[config.mk]
export PLATFORM = sky130hd
export DESIGN_NAME = arp_responder_resolver
export DESIGN_NICKNAME = d
export VERILOG_FILES = /design/src/rtl/arpr_pkg.sv /design/src/rtl/arpr_rx.sv /design/src/rtl/arpr_tx.sv /design/src/rtl/arp_responder_resolver.sv
export VERILOG_INCLUDE_DIRS = /design/src /design/src/rtl
export SDC_FILE = /design/constraint.sdc
export NUM_CORES = 1
export LEC_CHECK = 0
export BUFFER_PORTS_ARGS = -buffer_cell sky130_fd_sc_hd__buf_2
export CAP_MARGIN = 10
export CORE_UTILIZATION = 62
export DETAILED_ROUTE_END_ITERATION = 10
export PLACE_DENSITY_LB_ADDON = 0.15
export SYNTH_ARGS = -nofsm -noshare
export SYNTH_HDL_FRONTEND = slang
export SYNTH_SLANG_ARGS = --single-unit
[constraint.sdc]
create_clock -name aclk -period 8.3 [get_ports aclk]
set_input_delay 1.66 -clock aclk [delete_from_list [all_inputs] [get_ports aclk]]
set_output_delay 1.66 -clock aclk [all_outputs]
set_load 0.02 [all_outputs]
[src/rtl/assert_macros.svh]
`ifndef ASSERT_MACROS_SVH
`define ASSERT_MACROS_SVH

// clocked check, masked while reset is asserted
`define ARPR_ASSERT(label, clk, rstn, prop) \
    label: assert property (@(posedge clk) disable iff (!rstn) prop) \
        else $error("arpr assertion failed");

// clocked check that also holds across reset
`define ARPR_ASSERT_ALWAYS(label, clk, prop) \
    label: assert property (@(posedge clk) prop) \
        else $error("arpr assertion failed");

`endif

[src/rtl/arpr_pkg.sv]
package arpr_pkg;

    localparam int FRAME_LEN = 42;
    localparam int IDX_W     = 6;

    localparam logic [IDX_W-1:0] BYTE_IDX_MAX = 6'd63;
    localparam logic [IDX_W-1:0] LAST_IDX     = 6'(FRAME_LEN - 1);

    localparam logic [15:0] ETH_TYPE_ARP   = 16'h0806;
    localparam logic [15:0] ARP_HTYPE_ETH  = 16'h0001;
    localparam logic [15:0] ARP_PTYPE_IPV4 = 16'h0800;
    localparam logic [7:0]  ARP_HLEN       = 8'h06;
    localparam logic [7:0]  ARP_PLEN       = 8'h04;
    localparam logic [7:0]  ARP_OP_HI      = 8'h00;
    localparam logic [7:0]  ARP_OP_REQUEST = 8'h01;
    localparam logic [7:0]  ARP_OP_REPLY   = 8'h02;
    localparam logic [7:0]  BCAST_BYTE     = 8'hff;
    localparam logic [47:0] MAC_BCAST      = 48'hffff_ffff_ffff;

    localparam int CFG_IDX_W = 3;
    localparam logic [CFG_IDX_W-1:0] CFG_LOCAL_MAC     = 3'd0;
    localparam logic [CFG_IDX_W-1:0] CFG_LOCAL_IP      = 3'd1;
    localparam logic [CFG_IDX_W-1:0] CFG_PEER_IP       = 3'd2;
    localparam logic [CFG_IDX_W-1:0] CFG_TIMEOUT_TICKS = 3'd3;
    localparam logic [CFG_IDX_W-1:0] CFG_RETRY_LIMIT   = 3'd4;

    localparam logic [47:0] RST_LOCAL_MAC     = 48'd0;
    localparam logic [31:0] RST_LOCAL_IP      = 32'd3232235876;
    localparam logic [31:0] RST_PEER_IP       = 32'd3232235777;
    localparam logic [15:0] RST_TIMEOUT_TICKS = 16'd1000;
    localparam logic [7:0]  RST_RETRY_LIMIT   = 8'd5;

    typedef enum logic [1:0] {
        REQ_RX_BYTE,
        REQ_TICK,
        REQ_LINK_UP,
        REQ_LINK_DOWN
    } req_type_t;

    typedef enum logic [1:0] {
        OUT_TX_BYTE,
        OUT_PEER_MAC,
        OUT_GIVE_UP
    } out_kind_t;

    typedef enum logic [1:0] {
        CTL_IDLE,
        CTL_REQUESTING,
        CTL_RESOLVED
    } ctl_state_t;

    typedef enum logic [1:0] {
        CMD_FRAME,
        CMD_RESOLVED,
        CMD_GIVE_UP
    } cmd_kind_t;

    // one pending result job: a 42-byte arp frame or a single status word
    typedef struct packed {
        cmd_kind_t   kind;
        logic        reply;
        logic [47:0] mac;
        logic [31:0] ip;
    } cmd_t;

    typedef struct packed {
        logic [47:0] local_mac;
        logic [31:0] local_ip;
        logic [31:0] peer_ip;
        logic [15:0] timeout_ticks;
        logic [7:0]  retry_limit;
    } cfg_t;

    // byte idx of the outgoing arp frame, msb first
    function automatic logic [7:0] frame_byte(
        input logic [IDX_W-1:0] idx,
        input cmd_t             cmd,
        input logic [47:0]      local_mac,
        input logic [31:0]      local_ip
    );
        logic [FRAME_LEN*8-1:0] frame;
        logic [47:0]            dst;
        logic [47:0]            tmac;
        logic [7:0]             op;
        logic [IDX_W-1:0]       pos;
        dst   = cmd.reply ? cmd.mac : MAC_BCAST;
        tmac  = cmd.reply ? cmd.mac : 48'd0;
        op    = cmd.reply ? ARP_OP_REPLY : ARP_OP_REQUEST;
        frame = {dst, local_mac, ETH_TYPE_ARP, ARP_HTYPE_ETH, ARP_PTYPE_IPV4,
                 ARP_HLEN, ARP_PLEN, ARP_OP_HI, op, local_mac, local_ip, tmac, cmd.ip};
        pos   = LAST_IDX - idx;
        return frame[{pos, 3'b000} +: 8];
    endfunction

endpackage

[src/rtl/arpr_rx.sv]
module arpr_rx (
    input  logic               aclk,
    input  logic               aresetn,
    input  logic               in_accept,
    input  arpr_pkg::req_type_t req_type,
    input  logic [7:0]         rx_byte,
    input  logic               rx_last,
    input  arpr_pkg::cfg_t     cfg,
    output logic               cmd_valid,
    output arpr_pkg::cmd_t     cmd
);

    localparam logic [5:0] OFS_DST_END  = 6'd6;
    localparam logic [5:0] OFS_TYPE_HI  = 6'd12;
    localparam logic [5:0] OFS_TYPE_LO  = 6'd13;
    localparam logic [5:0] OFS_OP       = 6'd21;
    localparam logic [5:0] OFS_SHA      = 6'd22;
    localparam logic [5:0] OFS_SPA      = 6'd28;
    localparam logic [5:0] OFS_SPA_END  = 6'd32;
    localparam logic [5:0] OFS_TPA      = 6'd38;
    localparam logic [5:0] OFS_TPA_END  = 6'd42;

    arpr_pkg::ctl_state_t ctl_state_reg, ctl_state_next;
    logic [5:0]  byte_index_reg, byte_index_next;
    logic        dest_local_ok_reg, dest_local_ok_next;
    logic        dest_bcast_ok_reg, dest_bcast_ok_next;
    logic [15:0] frame_type_reg, frame_type_next;
    logic [7:0]  arp_op_reg, arp_op_next;
    logic [47:0] sender_mac_reg, sender_mac_next;
    logic [31:0] sender_ip_reg, sender_ip_next;
    logic [31:0] target_ip_reg, target_ip_next;
    logic [15:0] elapsed_reg, elapsed_next;
    logic [7:0]  sends_done_reg, sends_done_next;

    logic [2:0]  mac_pos;
    logic [15:0] tick_inc;
    logic        frame_ok;
    logic        answer_req;
    logic        peer_reply;
    logic        send_req;
    logic        give_up;

    // receive parser
    always_comb begin
        byte_index_next    = byte_index_reg;
        dest_local_ok_next = dest_local_ok_reg;
        dest_bcast_ok_next = dest_bcast_ok_reg;
        frame_type_next    = frame_type_reg;
        arp_op_next        = arp_op_reg;
        sender_mac_next    = sender_mac_reg;
        sender_ip_next     = sender_ip_reg;
        target_ip_next     = target_ip_reg;
        frame_ok           = 1'b0;
        answer_req         = 1'b0;
        peer_reply         = 1'b0;
        mac_pos            = 3'd5 - byte_index_reg[2:0];
        if (req_type == arpr_pkg::REQ_RX_BYTE) begin
            if (byte_index_reg < OFS_DST_END) begin
                if (rx_byte != cfg.local_mac[{mac_pos, 3'b000} +: 8]) begin
                    dest_local_ok_next = 1'b0;
                end
                if (rx_byte != arpr_pkg::BCAST_BYTE) begin
                    dest_bcast_ok_next = 1'b0;
                end
            end else if (byte_index_reg == OFS_TYPE_HI || byte_index_reg == OFS_TYPE_LO) begin
                frame_type_next = {frame_type_reg[7:0], rx_byte};
            end else if (byte_index_reg == OFS_OP) begin
                arp_op_next = rx_byte;
            end else if (byte_index_reg >= OFS_SHA && byte_index_reg < OFS_SPA) begin
                sender_mac_next = {sender_mac_reg[39:0], rx_byte};
            end else if (byte_index_reg >= OFS_SPA && byte_index_reg < OFS_SPA_END) begin
                sender_ip_next = {sender_ip_reg[23:0], rx_byte};
            end else if (byte_index_reg >= OFS_TPA && byte_index_reg < OFS_TPA_END) begin
                target_ip_next = {target_ip_reg[23:0], rx_byte};
            end
            if (byte_index_reg != arpr_pkg::BYTE_IDX_MAX) begin
                byte_index_next = byte_index_reg + 6'd1;
            end
            if (rx_last) begin
                frame_ok = (byte_index_next >= 6'(arpr_pkg::FRAME_LEN))
                        && (dest_local_ok_next || dest_bcast_ok_next)
                        && (frame_type_next == arpr_pkg::ETH_TYPE_ARP);
                answer_req = frame_ok && (arp_op_next == arpr_pkg::ARP_OP_REQUEST)
                          && (target_ip_next == cfg.local_ip);
                peer_reply = frame_ok && (arp_op_next == arpr_pkg::ARP_OP_REPLY)
                          && (sender_ip_next == cfg.peer_ip);
                byte_index_next    = '0;
                dest_local_ok_next = 1'b1;
                dest_bcast_ok_next = 1'b1;
            end
        end
    end

    // resolver control, next state
    always_comb begin
        ctl_state_next  = ctl_state_reg;
        elapsed_next    = elapsed_reg;
        sends_done_next = sends_done_reg;
        send_req        = 1'b0;
        give_up         = 1'b0;
        tick_inc        = (elapsed_reg != '1) ? elapsed_reg + 16'd1 : elapsed_reg;
        unique case (req_type)
            arpr_pkg::REQ_RX_BYTE: begin
                if (peer_reply) begin
                    ctl_state_next = arpr_pkg::CTL_RESOLVED;
                end
            end
            arpr_pkg::REQ_TICK: begin
                if (ctl_state_reg == arpr_pkg::CTL_REQUESTING) begin
                    elapsed_next = tick_inc;
                    if (tick_inc >= cfg.timeout_ticks) begin
                        if (sends_done_reg < cfg.retry_limit) begin
                            sends_done_next = sends_done_reg + 8'd1;
                            elapsed_next    = '0;
                            send_req        = 1'b1;
                        end else begin
                            give_up        = 1'b1;
                            ctl_state_next = arpr_pkg::CTL_IDLE;
                        end
                    end
                end
            end
            arpr_pkg::REQ_LINK_UP: begin
                ctl_state_next  = arpr_pkg::CTL_REQUESTING;
                elapsed_next    = '0;
                sends_done_next = 8'd1;
                send_req        = 1'b1;
            end
            arpr_pkg::REQ_LINK_DOWN: begin
                ctl_state_next = arpr_pkg::CTL_IDLE;
            end
        endcase
    end

    // result job for the transmit side
    always_comb begin
        cmd_valid  = answer_req || peer_reply || send_req || give_up;
        cmd.kind   = arpr_pkg::CMD_FRAME;
        cmd.reply  = 1'b0;
        cmd.mac    = '0;
        cmd.ip     = cfg.peer_ip;
        priority if (answer_req) begin
            cmd.reply = 1'b1;
            cmd.mac   = sender_mac_next;
            cmd.ip    = sender_ip_next;
        end else if (peer_reply) begin
            cmd.kind = arpr_pkg::CMD_RESOLVED;
            cmd.mac  = sender_mac_next;
        end else if (give_up) begin
            cmd.kind = arpr_pkg::CMD_GIVE_UP;
        end
    end

    always_ff @(posedge aclk) begin
        if (!aresetn) begin
            ctl_state_reg     <= arpr_pkg::CTL_IDLE;
            byte_index_reg    <= '0;
            dest_local_ok_reg <= 1'b1;
            dest_bcast_ok_reg <= 1'b1;
            frame_type_reg    <= '0;
            arp_op_reg        <= '0;
            sender_mac_reg    <= '0;
            sender_ip_reg     <= '0;
            target_ip_reg     <= '0;
            elapsed_reg       <= '0;
            sends_done_reg    <= '0;
        end else if (in_accept) begin
            ctl_state_reg     <= ctl_state_next;
            byte_index_reg    <= byte_index_next;
            dest_local_ok_reg <= dest_local_ok_next;
            dest_bcast_ok_reg <= dest_bcast_ok_next;
            frame_type_reg    <= frame_type_next;
            arp_op_reg        <= arp_op_next;
            sender_mac_reg    <= sender_mac_next;
            sender_ip_reg     <= sender_ip_next;
            target_ip_reg     <= target_ip_next;
            elapsed_reg       <= elapsed_next;
            sends_done_reg    <= sends_done_next;
        end
    end

endmodule

[src/rtl/arpr_tx.sv]
`include "assert_macros.svh"

module arpr_tx (
    input  logic                     aclk,
    input  logic                     aresetn,
    input  logic                     push,
    input  arpr_pkg::cmd_t           cmd_in,
    output logic                     in_ready,
    input  logic [47:0]              local_mac,
    input  logic [31:0]              local_ip,
    output logic                     m_tvalid,
    input  logic                     m_tready,
    output arpr_pkg::out_kind_t      m_kind,
    output logic [7:0]               m_byte,
    output logic                     m_last,
    output logic [47:0]              m_mac
);

    arpr_pkg::cmd_t cmd_reg;
    logic           cmd_valid_reg;
    logic [arpr_pkg::IDX_W-1:0] idx_reg;

    logic                out_valid_reg;
    arpr_pkg::out_kind_t out_kind_reg, out_kind_next;
    logic [7:0]          out_byte_reg, out_byte_next;
    logic                out_last_reg, out_last_next;
    logic [47:0]         out_mac_reg, out_mac_next;

    logic out_free;
    logic emit;
    logic last_step;
    logic drain;

    assign out_free  = !out_valid_reg || m_tready;
    assign emit      = cmd_valid_reg && out_free;
    assign last_step = (cmd_reg.kind != arpr_pkg::CMD_FRAME) || (idx_reg == arpr_pkg::LAST_IDX);
    assign drain     = emit && last_step;
    assign in_ready  = !cmd_valid_reg || drain;

    always_comb begin
        out_kind_next = arpr_pkg::OUT_TX_BYTE;
        out_byte_next = '0;
        out_last_next = 1'b0;
        out_mac_next  = '0;
        unique case (cmd_reg.kind)
            arpr_pkg::CMD_FRAME: begin
                out_byte_next = arpr_pkg::frame_byte(idx_reg, cmd_reg, local_mac, local_ip);
                out_last_next = (idx_reg == arpr_pkg::LAST_IDX);
            end
            arpr_pkg::CMD_RESOLVED: begin
                out_kind_next = arpr_pkg::OUT_PEER_MAC;
                out_mac_next  = cmd_reg.mac;
            end
            arpr_pkg::CMD_GIVE_UP: begin
                out_kind_next = arpr_pkg::OUT_GIVE_UP;
            end
            default: begin
                out_kind_next = arpr_pkg::OUT_TX_BYTE;
            end
        endcase
    end

    always_ff @(posedge aclk) begin
        if (!aresetn) begin
            cmd_valid_reg <= 1'b0;
            idx_reg       <= '0;
            out_valid_reg <= 1'b0;
        end else begin
            if (push) begin
                cmd_valid_reg <= 1'b1;
            end else if (drain) begin
                cmd_valid_reg <= 1'b0;
            end
            if (emit && cmd_reg.kind == arpr_pkg::CMD_FRAME) begin
                idx_reg <= last_step ? '0 : idx_reg + 6'd1;
            end
            if (emit) begin
                out_valid_reg <= 1'b1;
            end else if (m_tready) begin
                out_valid_reg <= 1'b0;
            end
        end
    end

    always_ff @(posedge aclk) begin
        if (push) begin
            cmd_reg <= cmd_in;
        end
        if (emit) begin
            out_kind_reg <= out_kind_next;
            out_byte_reg <= out_byte_next;
            out_last_reg <= out_last_next;
            out_mac_reg  <= out_mac_next;
        end
    end

    assign m_tvalid = out_valid_reg;
    assign m_kind   = out_kind_reg;
    assign m_byte   = out_byte_reg;
    assign m_last   = out_last_reg;
    assign m_mac    = out_mac_reg;

    `ARPR_ASSERT(a_idx_only_in_frame, aclk, aresetn, (idx_reg != '0) |-> (cmd_valid_reg && cmd_reg.kind == arpr_pkg::CMD_FRAME))
    `ARPR_ASSERT(a_last_only_on_bytes, aclk, aresetn, (out_valid_reg && out_last_reg) |-> (out_kind_reg == arpr_pkg::OUT_TX_BYTE))
    `ARPR_ASSERT(a_push_into_free_slot, aclk, aresetn, push |-> in_ready)
    `ARPR_ASSERT(a_frame_wraps, aclk, aresetn, (emit && cmd_reg.kind == arpr_pkg::CMD_FRAME && idx_reg == arpr_pkg::LAST_IDX) |=> (idx_reg == '0 && out_last_reg))
    `ARPR_ASSERT_ALWAYS(a_reset_empties, aclk, !aresetn |=> (!out_valid_reg && !cmd_valid_reg))

endmodule

[src/rtl/arp_responder_resolver.sv]
// result path: a result job goes from the accepting edge into the job slot, then into
//   the output register that drives m_tvalid, which m_tready low can hold up
// throughput: one input word per cycle while the job slot is free or empties; a status
//   result is one output word, an arp frame 42; while a frame is serialized every input
//   word holds off until the last byte is emitted, which m_tready low delays
// reset: aresetn is synchronous, active low; control state and m_tvalid clear and the
//   configuration registers return to their defaults
module arp_responder_resolver (
    input  logic        aclk,
    input  logic        aresetn,

    // received words
    input  logic        s_tvalid,
    output logic        s_tready,
    input  logic [7:0]  s_tdata,    // [7:0] rx_byte
    input  logic [1:0]  s_tuser,    // [1:0] req_type
    input  logic        s_tlast,    // rx_last

    // result words
    output logic        m_tvalid,
    input  logic        m_tready,
    output logic [55:0] m_tdata,    // [7:0] tx_byte, [55:8] peer_mac
    output logic [1:0]  m_tuser,    // [1:0] out_kind
    output logic        m_tlast,    // tx_last

    // configuration writes
    input  logic        cfg_valid,
    output logic        cfg_ready,
    input  logic [2:0]  cfg_index,
    input  logic [47:0] cfg_data
);

    arpr_pkg::cfg_t      cfg_reg;
    logic                in_accept;
    logic                cmd_valid;
    arpr_pkg::cmd_t      cmd;
    logic                cmd_ready;
    arpr_pkg::out_kind_t m_kind;
    logic [7:0]          m_byte;
    logic [47:0]         m_mac;

    // register writes always taken; user keeps block idle whenever they come, unchecked
    assign cfg_ready = 1'b1;

    always_ff @(posedge aclk) begin
        if (!aresetn) begin
            cfg_reg.local_mac     <= arpr_pkg::RST_LOCAL_MAC;
            cfg_reg.local_ip      <= arpr_pkg::RST_LOCAL_IP;
            cfg_reg.peer_ip       <= arpr_pkg::RST_PEER_IP;
            cfg_reg.timeout_ticks <= arpr_pkg::RST_TIMEOUT_TICKS;
            cfg_reg.retry_limit   <= arpr_pkg::RST_RETRY_LIMIT;
        end else if (cfg_valid && cfg_ready) begin
            unique case (cfg_index)
                arpr_pkg::CFG_LOCAL_MAC:     cfg_reg.local_mac     <= cfg_data;
                arpr_pkg::CFG_LOCAL_IP:      cfg_reg.local_ip      <= cfg_data[31:0];
                arpr_pkg::CFG_PEER_IP:       cfg_reg.peer_ip       <= cfg_data[31:0];
                arpr_pkg::CFG_TIMEOUT_TICKS: cfg_reg.timeout_ticks <= cfg_data[15:0];
                arpr_pkg::CFG_RETRY_LIMIT:   cfg_reg.retry_limit   <= cfg_data[7:0];
                default: begin
                    // unused register index, write dropped
                end
            endcase
        end
    end

    // an input word is taken only when the job slot is free or empties this cycle,
    // whether or not the word causes a result
    assign s_tready  = cmd_ready;
    assign in_accept = s_tvalid && s_tready;

    // parser and resolver control, one word per cycle while s_tready is high
    arpr_rx u_rx (
        .aclk      (aclk),
        .aresetn   (aresetn),
        .in_accept (in_accept),
        .req_type  (arpr_pkg::req_type_t'(s_tuser)),
        .rx_byte   (s_tdata),
        .rx_last   (s_tlast),
        .cfg       (cfg_reg),
        .cmd_valid (cmd_valid),
        .cmd       (cmd)
    );

    // job slot, frame serializer and output register
    arpr_tx u_tx (
        .aclk      (aclk),
        .aresetn   (aresetn),
        .push      (in_accept && cmd_valid),
        .cmd_in    (cmd),
        .in_ready  (cmd_ready),
        .local_mac (cfg_reg.local_mac),
        .local_ip  (cfg_reg.local_ip),
        .m_tvalid  (m_tvalid),
        .m_tready  (m_tready),
        .m_kind    (m_kind),
        .m_byte    (m_byte),
        .m_last    (m_tlast),
        .m_mac     (m_mac)
    );

    assign m_tdata = {m_mac, m_byte};
    assign m_tuser = m_kind;

endmodule

### After elaboration in Yosys (flattened, before gate mapping)

Index checks and enable logic that the tools add are counted.

* $add $sub $neg: 6
* $lt $le $gt $ge: 10
* equal/unequal tests: 28
* shift-type cells: 2
* multiplexer cells: 78
* reductions and logical operators: 41

Operators by type and width (number)
* 32-bit 2-to-1 mux: 15
* 48-bit 2-to-1 mux: 9
* 336-bit by 10-bit variable part select with 8-bit output: 1
* 16-bit 2-to-1 mux: 7
* 32-bit equality test: 2
* 8-bit 2-to-1 mux: 7
* 48-bit by 7-bit variable part select with 8-bit output: 1
* 16-bit case mux with 2 select lines: 1
* 1-bit 2-to-1 mux: 25
* 6-bit 2-to-1 mux: 4
* 16-bit by 1-bit adder with 16-bit output (second input constant): 1
* 16-bit by 12-bit equality test with 1-bit output (second input constant): 1
* 16-bit >= comparator: 1
* 16-bit inequality test (second input constant): 1
* 8-bit case mux with 2 select lines: 1
* 1-bit logical AND: 14
* 6-bit by 1-bit adder with 6-bit output (second input constant): 2
* 6-bit by 4-bit equality test with 1-bit output (second input constant): 2
* 6-bit by 5-bit >= comparator with 1-bit output (second input constant): 2
* 6-bit >= comparator (second input constant): 2
* 6-bit < comparator (second input constant): 2
* 2-bit 2-to-1 mux: 6
* 2-bit AND reduction: 6
* 5-bit AND reduction: 2
* other kinds (30): 50

* register bits after elaboration: 456
* input port bits: 67
* output and inout bits: 62
* word-level logic and storage cells: 193

### Depth between registers and ports, before layout

* word-level depth: 18
* gate-level depth with buffers: 17
* gate-level depth less buffers: 15

### Cells and area by module

Synthesis repeated with hierarchy kept, for this count alone.

* cell total of the unflattened synthesis: 2509
* area, all modules: 23864.1 sq um

Modules (own cells, without submodules)
* arpr_rx: instances 1, cells each 1512, area each 11588.6 sq um, seq. area each 3403.3 sq um
* arpr_tx: instances 1, cells each 479, area each 7070.5 sq um, seq. area each 4424.2 sq um
* arp_responder_resolver: instances 1, cells each 518, area each 5205.0 sq um, seq. area each 2722.6 sq um

### Worst setup path after synthesis

Ideal clock, no wire load.

* kind: in2reg
* from: in s_tdata[6]
* to: reg u_tx.cmd_reg[0] in the netlist's numbering (enable)
* setup time: 0.456 ns
* arrival time: 5.755 ns
* data required time: 7.844 ns
* setup slack: 2.088 ns
* stages: 9
* path buffers: 1
* cell sequence: nand2b_1 -> o2111ai_1 -> a2111oi_0 -> mux2i_1 -> a2111oi_0 -> or4b_1 -> nor4_4 -> buf_4 -> o31a_1

* word-level cells in the longest chain between the ends: 15
* elaborated cells on any way between the ends: 48
* those cells by class: eq/ne: 7; mux: 30; reduce/logical: 11

Ends and longest elaborated chain
* start: declaration: line arp_responder_resolver.sv:15 `input logic [7:0] s_tdata,`
* 32-bit 2-to-1 mux (tied with other cells): line arpr_rx.sv:73 `end else if (byte_index_reg >= OFS_TPA && byte_index_reg < OFS_TPA_END) begin`
* 32-bit 2-to-1 mux (tied with other cells): line arpr_rx.sv:71 `end else if (byte_index_reg >= OFS_SPA && byte_index_reg < OFS_SPA_END) begin`
* 32-bit 2-to-1 mux or 1-bit 2-to-1 mux (tied branches): line arpr_rx.sv:69, arpr_rx.sv:58
* 32-bit 2-to-1 mux or 1-bit 2-to-1 mux (tied branches): line arpr_rx.sv:67, arpr_rx.sv:57
* 32-bit 2-to-1 mux or 1-bit logical OR (tied branches): line arpr_rx.sv:65, arpr_rx.sv:81
* 32-bit 2-to-1 mux or 1-bit logical AND (tied branches): line arpr_rx.sv:58, arpr_rx.sv:81
* 32-bit 2-to-1 mux or 1-bit logical AND (tied branches): line arpr_rx.sv:57, arpr_rx.sv:82
* 32-bit equality test (tied with other cells): line arpr_rx.sv:84 `&& (target_ip_next == cfg.local_ip);`
* 1-bit logical AND (on tied branches): line arpr_rx.sv:84, arpr_rx.sv:86
* 1-bit 2-to-1 mux: line arpr_rx.sv:79 `if (rx_last) begin`
* 1-bit 2-to-1 mux: line arpr_rx.sv:57 `if (req_type == arpr_pkg::REQ_RX_BYTE) begin`
* 1-bit logical OR * (3 in series): line arpr_rx.sv:137 `cmd_valid = answer_req || peer_reply || send_req || give_up;`
* 1-bit logical AND *: line arp_responder_resolver.sv:88 `.push (in_accept && cmd_valid),`
* named net u_tx.push: line arpr_tx.sv:6 `input logic push,`
* end signal: assignment: line arpr_tx.sv:87 `cmd_reg <= cmd_in;`
* end: declaration: line arpr_tx.sv:19 `arpr_pkg::cmd_t cmd_reg;`

The timed path passes the listed nets; every way through them passes the cells marked *. The select of a mux whose other input is x is not followed.
A chain may end at the register's enable or synchronous reset.

### Worst setup path after layout

* from: reg u_rx.elapsed_reg[4]
* to: reg u_tx.cmd_reg[41] in the netlist's numbering (enable)

* word-level cells in the longest chain between the ends: 9
* elaborated cells on any way between the ends: 13
* those cells by class: add/sub: 1; order compare: 1; eq/ne: 1; mux: 7; reduce/logical: 3

Ends and longest elaborated chain
* start: declaration: line arpr_rx.sv:32 `logic [15:0] elapsed_reg, elapsed_next;`
* start signal: assignment: line arpr_rx.sv:177 `elapsed_reg <= elapsed_next;`
* 16-bit by 1-bit adder with 16-bit output or 16-bit inequality test (tied branches): line arpr_rx.sv:101 `tick_inc = (elapsed_reg != '1) ? elapsed_reg + 16'd1 : elapsed_reg;`
* 16-bit 2-to-1 mux *: line arpr_rx.sv:101
* 16-bit >= comparator *: line arpr_rx.sv:111 `if (tick_inc >= cfg.timeout_ticks) begin`
* 1-bit 2-to-1 mux: line arpr_rx.sv:111
* 1-bit 2-to-1 mux: line arpr_rx.sv:109 `if (ctl_state_reg == arpr_pkg::CTL_REQUESTING) begin`
* 1-bit case mux with 2 select lines: line arpr_rx.sv:102 `unique case (req_type)`
* 1-bit logical OR: line arpr_rx.sv:137
* 1-bit logical OR *: line arpr_rx.sv:137
* 1-bit logical AND *: line arp_responder_resolver.sv:88
* named net u_tx.push: line arpr_tx.sv:6

The timed path passes the listed nets; every way through them passes the cells marked *.

==> flow_metrics.py <==
metrics = {
    "critical_path": {
        "critical_path_class": "reg2reg",
        "r2r_start": "u_rx.elapsed_reg[4]",
        "crit_path_start_kind": "flop",
        "worstPathArrival_ns": 5.99,
        "critical_path_peak_fanout": 51,
        "critical_path.reg2reg.endpoint": "u_tx.cmd_reg[41]",
        "cp_capture_type": "flop",
        "r2r_depth": 16,
        "reg2reg_slack_ns": 2.56,
        "cp_data_required_time_ns": 8.56,
    },
    "cts": {
        "cts_tree": "built",
        "buffers_from_clock_root_to_sink_at_most": 3,
        "cts_inserted_buffers": 47,
        "post_cts_resized": 0,
        "clk_pin_slew_ns": 0.06,
        "cts-hold-fix-buffers": 0,
        "number_of_buffers_inserted_to_repair_setup_after_cts": 0,
        "clock_tree.htree_level_count": 2,
        "cts_num_sinks": 456,
        "clock-root-buffer": "clkbuf_16",
        "worst_skew_pair.late_latency_ns": 0.60,
    },
    "routing": {
        "drt-initial-drc-count": 2174,
        "totalWireLength_microns": 74980,
        "vias": 20880,
        "routed_via_density": 6.400,
        "drtAntennaViolNets": 0,
        "detail_route.wl_per_cell_microns": 22.99,
        "drt_drc_violations_left": 0,
        "drt_first_pass_iters": 5,
    },
    "synth": {
        "synth.top_cells.by_area": "dfxtp_1 27%, edfxtp_1 18%, nand2_1 10%",
        "synth.largest_area_cell": "dfxtp_1",
        "yosys_warnings": 0,
        "synthesis.area_per_instance_sq_um": 8.712,
        "synth.cells.most_frequent": "631 x nand2_1, 373 x a21oi_1, 314 x dfxtp_1, 156 x clkbuf_1, 142 x edfxtp_1",
        "synth.yosys.seq_area_share_pct": 44.94,
        "synth_enable_flop_cells": 142,
        "synth_async_sr_flop_share_pct": 0,
        "synthesis.area_sq_mm": 0.02348,
        "post_synth_num_cell_types": 75,
        "syn_nets": 2799,
        "synth_top_flop_cell": "dfxtp_1",
        "postSynthRegisterBits": 456,
        "synth.top_cell.area_share_pct": 26.77,
        "netlist_instances": 2695,
        "yosysMostFrequentCell": "nand2_1",
    },
    "floorplanning": {
        "design.portCount": 129,
        "chipHeight_microns": 196.6,
        "die_w_microns": 196.6,
        "design.die.area_sq_mm": 0.03865,
        "design.core.area_sq_mm": 0.03696,
        "initial_util_pct": 63.52,
        "placementRows": 70,
    },
    "finish": {
        "design_area_sq_mm": 0.02589,
        "max_ffs_per_register": 136,
        "final_core_utilization_pct": 70.05,
        "final_layout_size_suffix_gt1_share_pct": 12.16,
        "area_growth_syn_to_fin_pct": 10.28,
        "num-nets-final": 2821,
        "num-fill-cells": 2969,
    },
    "grt": {
        "grt_start_max_net_pins": 186,
        "globalRouteTotalUtil_pct": 38.67,
        "number_of_global_route_vias_before_repair": 19560,
        "antenna_found_initial": 5,
        "overflow_left_after_global_routing": 0,
        "global_route_wire_length_before_repair_microns": 113600,
    },
    "run_status": {
        "status": "completed",
    },
    "timing": {
        "rsz_0062_raised_after_global_routing": "false",
        "finalWorstPathRequiredPeriod_ns": 5.737,
        "relSlewSlack_pct": 19.45,
        "hold_viol_final": 0,
        "clock_skew_ns": 0.02106,
        "min_period_over_period_pct": 69.12,
        "maxClockFrequency_ghz": 0.1743,
        "setup_violations": 0,
        "totalNegativeSetupSlack_ns": 0,
        "worstMarginPinSlew_ns": 1.205,
        "finalMaxSlewViolations": 0,
    },
    "job": {
        "maxCapViolations": 0,
    },
    "placement": {
        "buffer_ports.inserted": 127,
        "placedInstanceArea_sq_mm": 0.02431,
        "gp_congestion": 0.9782,
        "detailed_place_hpwl_microns": 51850,
    },
    "hold_path": {
        "min_path_cells": 2,
        "hold_end": "cfg_reg[1]",
        "hold_path_class": "reg2reg",
        "hp_start": "cfg_reg[1]",
    },
    "power": {
        "worst_case_vdd_ir_drop_mv": 0.1501,
        "power.combinational.fraction_pct": 5.0,
        "p_per_area_mw_per_mm2": 182.8,
        "p_leak_nw": 8.752,
        "pwr-share-clk_pct": 45.2,
        "sequentialPowerShare_pct": 49.8,
        "p_int_w": 0.003628,
        "net-switching-power_w": 0.001105,
        "p_sw_share_pct": 23.35,
    },
}
==> cells by family (layout without fill, tap and decap cells) <==
family | count (synthesis) | count (layout) | share of synthesized area, %
AOI/OAI and AO/OA | 642 | 642 | 16.06
xor gates and xnor gates | 58 | 58 | 2.164
adders and majority gates | 37 | 37 | 1.972
buffers and inverters | 263 | 323 | 4.322
DFF | 456 | 456 | 44.94
muxes | 198 | 198 | 10.51
other | 1 | 4 | 0.01597
and+or+nand+nor | 1040 | 1040 | 20.02
==> cell type report <==
cell class                      count  area, sq um  share of cell area [%]
Antenna cell                        3        7.507                 0.02900
Inverter                           76        292.8                   1.131
Multi-Input combinational cell   1976        11950                   46.17
Tap cell                          504        630.6                   2.436
Sequential cell                   456        10560                   40.77
Clock inverter                     19        170.2                  0.6572
Clock buffer                       68         1389                   5.364
Timing Repair Buffer              160        893.4                   3.450
==> worst max path at each step <==
stage                              startpoint                to  slack [ns]  depth (start not counted)
after global routing      u_rx.elapsed_reg[4]  u_tx.cmd_reg[70]        2.22                         16
after detailed placement           s_tdata[3]  u_tx.cmd_reg[78]        2.55                         10
final                     u_rx.elapsed_reg[4]  u_tx.cmd_reg[41]        2.56                         16
after CTS                 u_rx.elapsed_reg[4]  u_tx.cmd_reg[62]        2.65                         16
after floorplan                    s_tdata[6]   u_tx.cmd_reg[0]        2.09                          9
after global placement             s_tdata[6]  u_tx.cmd_reg[70]        2.70                         10
==> power by group through the flow <==
stage          logic, W  registers, W  clock network [W]
6_report       0.000235       0.00236            0.00214
5_1_grt        0.000250       0.00236            0.00225
4_1_cts        0.000229       0.00236            0.00215
3_5_place_dp   0.000228       0.00240                  0
3_3_place_gp   0.000223       0.00240                  0
2_1_floorplan  0.000134       0.00239                  0
==> worst max-delay path, stage by stage (launching register included) <==
cell       delay (ns)
dfxtp_1          0.43
and4_1           0.26
nand4_1          0.18
or4_1            0.45
or3_1            0.48
nand3_1          0.19
nor2_1           0.09
xnor2_1          0.14
ha_1             0.29
nand4_1          0.10
a211oi_1         0.25
a2111oi_0        0.16
o21ai_1          0.46
a31oi_1          0.22
o21ai_0          0.42
o31a_2           0.84
buf_12           0.36
==> per-layer routing <==
metal / vias up / share of wire (%) / track usage, %
met5: - / 0.031 / 0
met4: 4 / 4.7 / 17.69
met3: 204 / 11 / 8.898
met2: 1133 / 46 / 60.99
met1: 9945 / 39 / 50.72
li1: 9591 / - / -
==> through the flow <==
step	total power (W)	worst slack, ns	hold WS, ns	instances
after floorplan	0.002528	2.088	0.4302	2695
after global placement	0.002626	2.699	0.4373	3171
after detailed placement	0.002633	2.555	0.4469	3171
after CTS	0.004740	2.645	0.4555	3258
after global routing	0.004854	2.217	0.4781	3259
final	0.004733	2.563	0.4547	3262
==> placed cells by master, fill, tap and decap left out, types with 28 or more instances in the layout <==
master	instances
buf_4	31
mux4_2	33
clkbuf_16	50
and2_1	55
o211ai_1	32
nor2_1	78
dfxtp_1	312
ha_1	37
nand2b_1	28
nand4_1	28
nand2_1	631
mux2i_1	107
o21ai_0	71
edfxtp_1	142
mux2_2	41
nand3_1	83
buf_2	128
inv_1	75
a21oi_1	373
xor2_1	31
Note: power is estimated with default switching activity, not from simulation.
